$ cat src/rtl/core/u8dec_pkg.sv
// ----------------------------------------------------------------------------
// u8dec_pkg
// Types, constants and the per-byte update function of the UTF-8 decoder.
// ----------------------------------------------------------------------------
package u8dec_pkg;

  localparam int unsigned BYTE_W  = 8;
  localparam int unsigned CP_W    = 21;
  localparam int unsigned PEND_W  = 2;
  // code point padded up to whole bytes on the output bus
  localparam int unsigned OUT_TDATA_W = ((CP_W + 7) / 8) * 8;

  localparam logic [CP_W-1:0] QMARK_CP = CP_W'(8'h3F);

  typedef struct packed {
    logic [PEND_W-1:0] pending;
    logic [CP_W-1:0]   partial;
  } dec_state_t;

  typedef struct packed {
    dec_state_t      nxt;
    logic            emit;
    logic [CP_W-1:0] cp;
  } dec_result_t;

  // One byte of decode: sequence continuation, ASCII, lead bytes, end of text
  function automatic dec_result_t dec_step(dec_state_t st, logic [BYTE_W-1:0] b,
                                           logic last);
    dec_result_t r;
    r.nxt  = st;
    r.emit = 1'b0;
    r.cp   = '0;
    if (st.pending != '0) begin
      r.nxt.partial = {st.partial[CP_W-7:0], b[5:0]};
      r.nxt.pending = st.pending - PEND_W'(1);
      if (st.pending == PEND_W'(1)) begin
        r.emit = 1'b1;
        r.cp   = {st.partial[CP_W-7:0], b[5:0]};
      end
    end else if (b[7] == 1'b0) begin
      r.emit = 1'b1;
      r.cp   = CP_W'(b);
    end else if (b[7:5] == 3'b110) begin
      r.nxt.partial = CP_W'(b[4:0]);
      r.nxt.pending = PEND_W'(1);
    end else if (b[7:4] == 4'b1110) begin
      r.nxt.partial = CP_W'(b[3:0]);
      r.nxt.pending = PEND_W'(2);
    end else if (b[7:3] == 5'b11110) begin
      r.nxt.partial = CP_W'(b[2:0]);
      r.nxt.pending = PEND_W'(3);
    end
    // stray continuation or invalid lead: dropped, state unchanged

    // end of text: truncated sequence reports '?', state starts over
    if (last) begin
      if (r.nxt.pending != '0) begin
        r.emit = 1'b1;
        r.cp   = QMARK_CP;
      end
      r.nxt = '0;
    end
    return r;
  endfunction

endpackage

$ cat src/rtl/core/utf8_to_codepoint_decoder_top.sv
// The byte that completes a code point loads it into the output register, or into the skid entry if that is full.
// Throughput: one byte per cycle while in_tready is high; bytes that complete no code point give no beat.
// A two-entry output stage (register plus skid) keeps in_tready high while a beat waits.
// Reset (rst_n low, synchronous) clears the pending count, accumulator and output stage.
// ----------------------------------------------------------------------------
// utf8_to_codepoint_decoder_top
// Streams UTF-8 bytes in and decoded code points out, one byte per beat.
// ----------------------------------------------------------------------------
module utf8_to_codepoint_decoder_top (
  input  logic                                clk,
  input  logic                                rst_n,
  input  logic                                in_tvalid,
  output logic                                in_tready,
  input  logic [u8dec_pkg::BYTE_W-1:0]        in_tdata,   // [7:0] text_byte
  input  logic                                in_tlast,   // final_byte
  output logic                                out_tvalid,
  input  logic                                out_tready,
  output logic [u8dec_pkg::OUT_TDATA_W-1:0]   out_tdata,  // [20:0] code_point, rest zero
  output logic                                out_tlast   // ends_text
);
  import u8dec_pkg::*;

  dec_state_t      state_r;
  dec_result_t     step;
  logic            in_beat;
  logic            out_pop;

  logic            out_valid_r, out_valid_nxt;
  logic [CP_W-1:0] out_cp_r, out_cp_nxt;
  logic            out_last_r, out_last_nxt;
  logic            skid_valid_r, skid_valid_nxt;
  logic [CP_W-1:0] skid_cp_r, skid_cp_nxt;
  logic            skid_last_r, skid_last_nxt;

  assign in_tready = !skid_valid_r;
  assign in_beat   = in_tvalid && in_tready;
  assign out_pop   = out_valid_r && out_tready;

  // per-byte decode
  always_comb begin
    step = dec_step(state_r, in_tdata, in_tlast);
  end

  // decoder state
  always_ff @(posedge clk) begin
    if (!rst_n) begin
      state_r <= '0;
    end else if (in_beat) begin
      state_r <= step.nxt;
    end
  end

  // output register and skid entry
  always_comb begin
    out_valid_nxt  = out_valid_r;
    out_cp_nxt     = out_cp_r;
    out_last_nxt   = out_last_r;
    skid_valid_nxt = skid_valid_r;
    skid_cp_nxt    = skid_cp_r;
    skid_last_nxt  = skid_last_r;
    if (out_pop) begin
      out_valid_nxt = 1'b0;
    end
    if (skid_valid_r && !out_valid_nxt) begin
      out_valid_nxt  = 1'b1;
      out_cp_nxt     = skid_cp_r;
      out_last_nxt   = skid_last_r;
      skid_valid_nxt = 1'b0;
    end
    if (in_beat && step.emit) begin
      if (!out_valid_nxt) begin
        out_valid_nxt = 1'b1;
        out_cp_nxt    = step.cp;
        out_last_nxt  = in_tlast;
      end else begin
        skid_valid_nxt = 1'b1;
        skid_cp_nxt    = step.cp;
        skid_last_nxt  = in_tlast;
      end
    end
  end

  always_ff @(posedge clk) begin
    if (!rst_n) begin
      out_valid_r  <= 1'b0;
      skid_valid_r <= 1'b0;
    end else begin
      out_valid_r  <= out_valid_nxt;
      skid_valid_r <= skid_valid_nxt;
    end
  end

  always_ff @(posedge clk) begin
    out_cp_r    <= out_cp_nxt;
    out_last_r  <= out_last_nxt;
    skid_cp_r   <= skid_cp_nxt;
    skid_last_r <= skid_last_nxt;
  end

  assign out_tvalid = out_valid_r;
  assign out_tdata  = OUT_TDATA_W'(out_cp_r);
  assign out_tlast  = out_last_r;

endmodule

$ cat config.mk
export PLATFORM = sky130hd
export DESIGN_NAME = utf8_to_codepoint_decoder_top
export DESIGN_NICKNAME = d
export VERILOG_FILES = /design/src/rtl/core/u8dec_pkg.sv /design/src/rtl/core/utf8_to_codepoint_decoder_top.sv
export SDC_FILE = /design/constraint.sdc
export NUM_CORES = 1
export LEC_CHECK = 0
export ABC_AREA = 1
export BUFFER_PORTS_ARGS = -buffer_cell sky130_fd_sc_hd__buf_2
export CAP_MARGIN = 20
export CORE_UTILIZATION = 40
export DETAILED_ROUTE_END_ITERATION = 8
export HOLD_SLACK_MARGIN = 0.06
export SLEW_MARGIN = 5
export SYNTH_ARGS = -nofsm -noshare
export SYNTH_HDL_FRONTEND = slang
export SYNTH_SLANG_ARGS = --single-unit
$ cat constraint.sdc
create_clock -name clk -period 3.3 [get_ports clk]
set_input_delay 0.495 -clock clk [delete_from_list [all_inputs] [get_ports clk]]
set_output_delay 0.495 -clock clk [all_outputs]
set_load 0.005 [all_outputs]
=== Word-level counts from Yosys, hierarchy flattened ===
Index checks and enable logic that the tools add are counted.

* Flip-flop bits (word level): 63
* Output and inout bits: 27
* Logic and storage cells: 46
* Bits of input ports: 13

* $add $sub $neg: 1
* Reduce and logical (&&, ||, !) cells: 12
* Equal/unequal tests: 4
* Mux-type cells: 21

{| class="wikitable"
|+ Operators with widths
! kind !! count
|-
| $mux 23 || 4
|-
| $mux 45 || 2
|-
| $mux 22 || 3
|-
| $mux 21 || 3
|-
| $mux 1 || 9
|-
| $eq 5x5->1 const B || 1
|-
| $reduce_bool 5->1 || 1
|-
| $eq 4x4->1 const B || 1
|-
| $logic_and 1x1->1 || 4
|-
| $reduce_bool 2->1 || 2
|-
| $eq 3x3->1 const B || 1
|-
| $reduce_and 3->1 || 1
|-
| $reduce_bool 3->1 || 1
|-
| $eq 2x1->1 const B || 1
|-
| $logic_not 1->1 || 2
|-
| $reduce_and 2->1 || 1
|-
| $sub 2x1->2 const B || 1
|}

=== Logic depth before layout (Yosys ltp) ===
* Word-level depth: 11
* Depth in mapped cells: 13
* Gate-level depth less buffers: 12

=== Worst setup path before layout ===
No wires, ideal clock.

* Path type: input-to-reg
* From: in in_tdata[6] (netlist bit)
* To: reg skid_cp_r[0] (enable)
* Slack: 0.623 ns
* Arrival: 2.276 ns
* Buffers on the path: 1
* Cell stages on the path: 11
* Library setup time: 0.401 ns
* Required time: 2.899 ns
* Cell sequence: nand2_1 nor2_1 nor2_2 nand2_1 nand2_1 nand2_2 nand2_4 nand2_4 nand2_8 buf_12 nor2_1

* Longest elaborated chain between the ends: 11
* Elaborated cells on any way between the ends: 13
* Classes of those cells: 3 x eq/ne; 7 x mux; 3 x reduce/logical

{| class="wikitable"
|+ RTL lines
! item !! line !! source
|-
| start: declaration || utf8_to_codepoint_decoder_top.sv:14 || <nowiki>input logic [u8dec_pkg::BYTE_W-1:0] in_tdata,</nowiki>
|-
| $eq 5x5->1 || u8dec_pkg.sv:49 || <nowiki>end else if (b[7:3] == 5'b11110) begin</nowiki>
|-
| $mux 23 || u8dec_pkg.sv:49 ||
|-
| $mux 23 || u8dec_pkg.sv:46 || <nowiki>end else if (b[7:4] == 4'b1110) begin</nowiki>
|-
| $mux 23 * || u8dec_pkg.sv:43 || <nowiki>end else if (b[7:5] == 3'b110) begin</nowiki>
|-
| $mux 23 * || u8dec_pkg.sv:40 || <nowiki>end else if (b[7] == 1'b0) begin</nowiki>
|-
| $mux 45 * || u8dec_pkg.sv:33 || <nowiki>if (st.pending != '0) begin</nowiki>
|-
| $reduce_bool 2->1 * || u8dec_pkg.sv:57 || <nowiki>if (r.nxt.pending != '0) begin</nowiki>
|-
| $mux 22 * || u8dec_pkg.sv:57 ||
|-
| $mux 45 * || u8dec_pkg.sv:56 || <nowiki>if (last) begin</nowiki>
|-
| $logic_and 1x1->1 * || utf8_to_codepoint_decoder_top.sv:70 || <nowiki>if (in_beat && step.emit) begin</nowiki>
|-
| $reduce_and 2->1 (no source line) * || n/a ||
|-
| end signal: assignment || utf8_to_codepoint_decoder_top.sv:96 || <nowiki>skid_cp_r <= skid_cp_nxt;</nowiki>
|-
| end: declaration || utf8_to_codepoint_decoder_top.sv:32 || <nowiki>logic [CP_W-1:0] skid_cp_r, skid_cp_nxt;</nowiki>
|}

Mark *: on every way between the ends. The rest lies on a longest branch, timed or not. The select of a mux whose other input is x is not followed.
A chain may end at the register's enable or synchronous reset.

=== Worst setup path in the final report ===
* From: reg state_r[21] (netlist bit)
* To: reg skid_cp_r[12] (enable)

* Longest elaborated chain between the ends: 10
* Elaborated cells on any way between the ends: 14
* Classes of those cells: 1 x add/sub; 1 x eq/ne; 8 x mux; 4 x reduce/logical

{| class="wikitable"
|+ RTL lines
! item !! line !! source
|-
| start: declaration || utf8_to_codepoint_decoder_top.sv:23 || <nowiki>dec_state_t state_r;</nowiki>
|-
| start signal: assignment || utf8_to_codepoint_decoder_top.sv:49 || <nowiki>state_r <= step.nxt;</nowiki>
|-
| $mux 23 || u8dec_pkg.sv:49 ||
|-
| $mux 23 || u8dec_pkg.sv:46 ||
|-
| $mux 23 || u8dec_pkg.sv:43 ||
|-
| $mux 23 || u8dec_pkg.sv:40 ||
|-
| $mux 45 * || u8dec_pkg.sv:33 ||
|-
| $reduce_bool 2->1 || u8dec_pkg.sv:57 ||
|-
| $mux 22 || u8dec_pkg.sv:57 ||
|-
| $mux 45 * || u8dec_pkg.sv:56 ||
|-
| $logic_and 1x1->1 * || utf8_to_codepoint_decoder_top.sv:70 ||
|-
| $reduce_and 2->1 (no source line) * || n/a ||
|}

Marks and branches as above.

==> results.sh <==
export IMPL_vdd_drop_max_mv=0.224
export IMPL_final_core_util_pct=46.8
export IMPL_internal_power_mw=1.30
export IMPL_ys_seq_area_share_pct=48.7
export IMPL_grt_pass1_vias=2185
export IMPL_grt_max_degree=34
export IMPL_fp_dieArea_sq_um=7950
export IMPL_final_hold_viol_count=0
export IMPL_p_leak_nw=1.41
export IMPL_clk_pin_slew_ns=0.07
export IMPL_grt_usage_pct=18.3
export IMPL_critical_path_required_ns=3.35
export IMPL_synth_edf_count=22
export IMPL_root_buffer="clkbuf_8"
export IMPL_r2r_cells=11
export IMPL_vias=2449
export IMPL_grt_overflow=0
export IMPL_clk_latency_ns=0.34
export IMPL_sequentialPowerShare_pct=49.0
export IMPL_synth_cells=376
export IMPL_cts_sinks=63
export IMPL_layout_setup_ws_ns=0.894
export IMPL_fill_cells=751
export IMPL_core_sq_um=7290
export IMPL_finalClockSkew_ns=0.00526
export IMPL_pre_cts_slack_ns=0.831
export IMPL_pwr_share_clk_pct=40.6
export IMPL_power_mw=1.73
export IMPL_timing_fmax_mhz=416
export IMPL_rsz0062_at_grt="false"
export IMPL_antenna_found_initial=0
export IMPL_viasPerCell=4.83
export IMPL_pwr_density_cell_nw_per_um2=507
export IMPL_ant_nets=0
export IMPL_die_x_microns=89.2
export IMPL_io_pins=40
export IMPL_clock_path_buffers=2
export IMPL_grt_pass1_wl_microns=10800
export IMPL_initial_core_util_pct=41.7
export IMPL_arrival_ns=2.46
export IMPL_switchingPower_mw=0.426
export IMPL_cts_buffers=9
export IMPL_synthFlopType="dfxtp_1"
export IMPL_crit_path_max_fanout=33
export IMPL_cts_hold_buf=0
export IMPL_first_pass_iters=5
export IMPL_syn_area_per_cell_sq_um=8.09
export IMPL_cts_tree="built"
export IMPL_dpl_hpwl_microns=4570
export IMPL_die_h_microns=89.2
export IMPL_start_kind="flop"
export IMPL_worst_pin_slew_ns=0.879
export IMPL_ys_warn_count=0
export IMPL_cts_resized=0
export IMPL_drt_iter0_markers=106
export IMPL_syn_area_sq_um=3040
export IMPL_drc=0
export IMPL_num_rows=31
export IMPL_nNetsFinal=416
export IMPL_gp_congestion=0.883
export IMPL_wl_per_cell_microns=12.9
export IMPL_holdWs_ns=0.406
export IMPL_ys_async_sr_fraction_pct=0
export IMPL_fin_tns_setup_ns=0
export IMPL_port_buffers=36
export IMPL_min_path_cells=3
export IMPL_criticalPathCategory="reg -> reg"
export IMPL_min_period_ns=2.41
export IMPL_setup_viol=0
export IMPL_ys_ff_latch=63
export IMPL_syn_to_final_growth_pct=12.1
export IMPL_pwr_share_comb_pct=10.4
export IMPL_end_kind="flop"
export IMPL_cts_setup_buffers=0
export IMPL_fin_crit_sh_pct=72.9
export IMPL_n_antenna_cell=0
export IMPL_hold_class="in -> reg"
export IMPL_cts_max_level=3
export IMPL_synth_cell_type_count=29
export IMPL_drv_cap=0
export IMPL_slew_headroom_pct=41.2
export IMPL_switching_share_pct=24.6
export IMPL_slew_violations=0
export IMPL_drt_wl_total_microns=6520
export IMPL_drive_gt1_share_pct=21.3
export IMPL_status="completed"
## power by group through the flow
stage	Sequential (mW)	Clock, mW	Combinational [mW]
2_1_floorplan	0.865	0	0.136
3_3_place_gp	0.863	0	0.180
3_5_place_dp	0.865	0	0.180
4_1_cts	0.847	0.721	0.180
5_1_grt	0.850	0.758	0.201
6_report	0.847	0.701	0.180
## worst paths after layout
path | end | slack (ns) | from
worst min register to register | state_r[12] | 0.47 | state_r[12]
worst min-delay path | skid_valid_r | 0.41 | rst_n
worst max-delay path | skid_cp_r[12] | 0.89 | state_r[21]
worst max register to register | skid_cp_r[12] | 0.89 | state_r[21]
## cell usage after synthesis (5+ instances only)
master,instances,area (sq um)
inv_2,5,18.8
a21oi_1,32,160
nand4_1,7,43.8
nand2_1,112,420
buf_2,8,40.0
mux2_2,6,67.6
nand3_1,32,160
o21ai_2,12,105
buf_4,5,37.5
nor3_1,14,70.1
inv_1,26,97.6
dfxtp_1,41,821
nor2_1,21,78.8
edfxtp_1,22,661
nand2_2,7,43.8
## sequential cells by signal, indices dropped and copies added, names as in the netlist
signal	flops
out_cp_r	21
out_tlast	1
out_tvalid	1
skid_cp_r	21
skid_last_r	1
skid_valid_r	1
state_r	17
## cell families after synthesis
family,share of synthesized area [%]
other,0.123
AO/OA/AOI/OAI,9.96
multiplexers,2.22
flip-flops,48.7
buffers and inverters,9.55
AND/OR/NAND/NOR,29.4
## area by class of cell
class	count	area, sq um	area share [%]
Clock inverter	4	42.5	1.25
Inverter	32	120	3.52
Sequential cell	63	1480	43.4
Multi-Input combinational cell	260	1280	37.4
Clock buffer	12	165	4.84
Tap cell	99	124	3.63
Timing Repair Buffer	37	200	5.87
## layer usage
layer  part of all wire, %  vias to the layer above  GRT usage, %
met2                    43                       46          25.6
li1                      -                     1280             -
met1                    51                     1113          26.4
met3                   4.0                       10          4.80
met5                     0                        -             0
met4                   1.4                        0          7.79
## per-stage QoR
| step | std cells | cell area (sq um) |
|---|---|---|
| detailed placement | 491 | 3200 |
| CTS | 507 | 3410 |
| floorplan | 378 | 3050 |
| finish | 507 | 3410 |
| global route | 507 | 3410 |
| global placement | 491 | 3200 |
## cell usage in the layout, fill, tap and decap left out, types with 6 or more instances in the layout
master and instances:
nor3_1 14, dfxtp_1 41, nand2_1 112, clkbuf_8 12, a21oi_1 32, nand2_2 7, nand3_1 32, nand4_1 7
nor2_1 21, inv_1 26, edfxtp_1 22, buf_2 36, mux2_2 6, o21ai_2 12
## critical path, stage by stage (launching register included)
cell,delay [ns]
dfxtp_1,0.49
nor2_4,0.07
inv_2,0.17
nor2_2,0.08
nand2_1,0.08
nand2_1,0.07
nand2_2,0.09
nand2_4,0.08
nand2_4,0.13
nand2_8,0.17
nor2_1,0.45
buf_12,0.23
No activity file was read; power rests on OpenSTA's default activity.
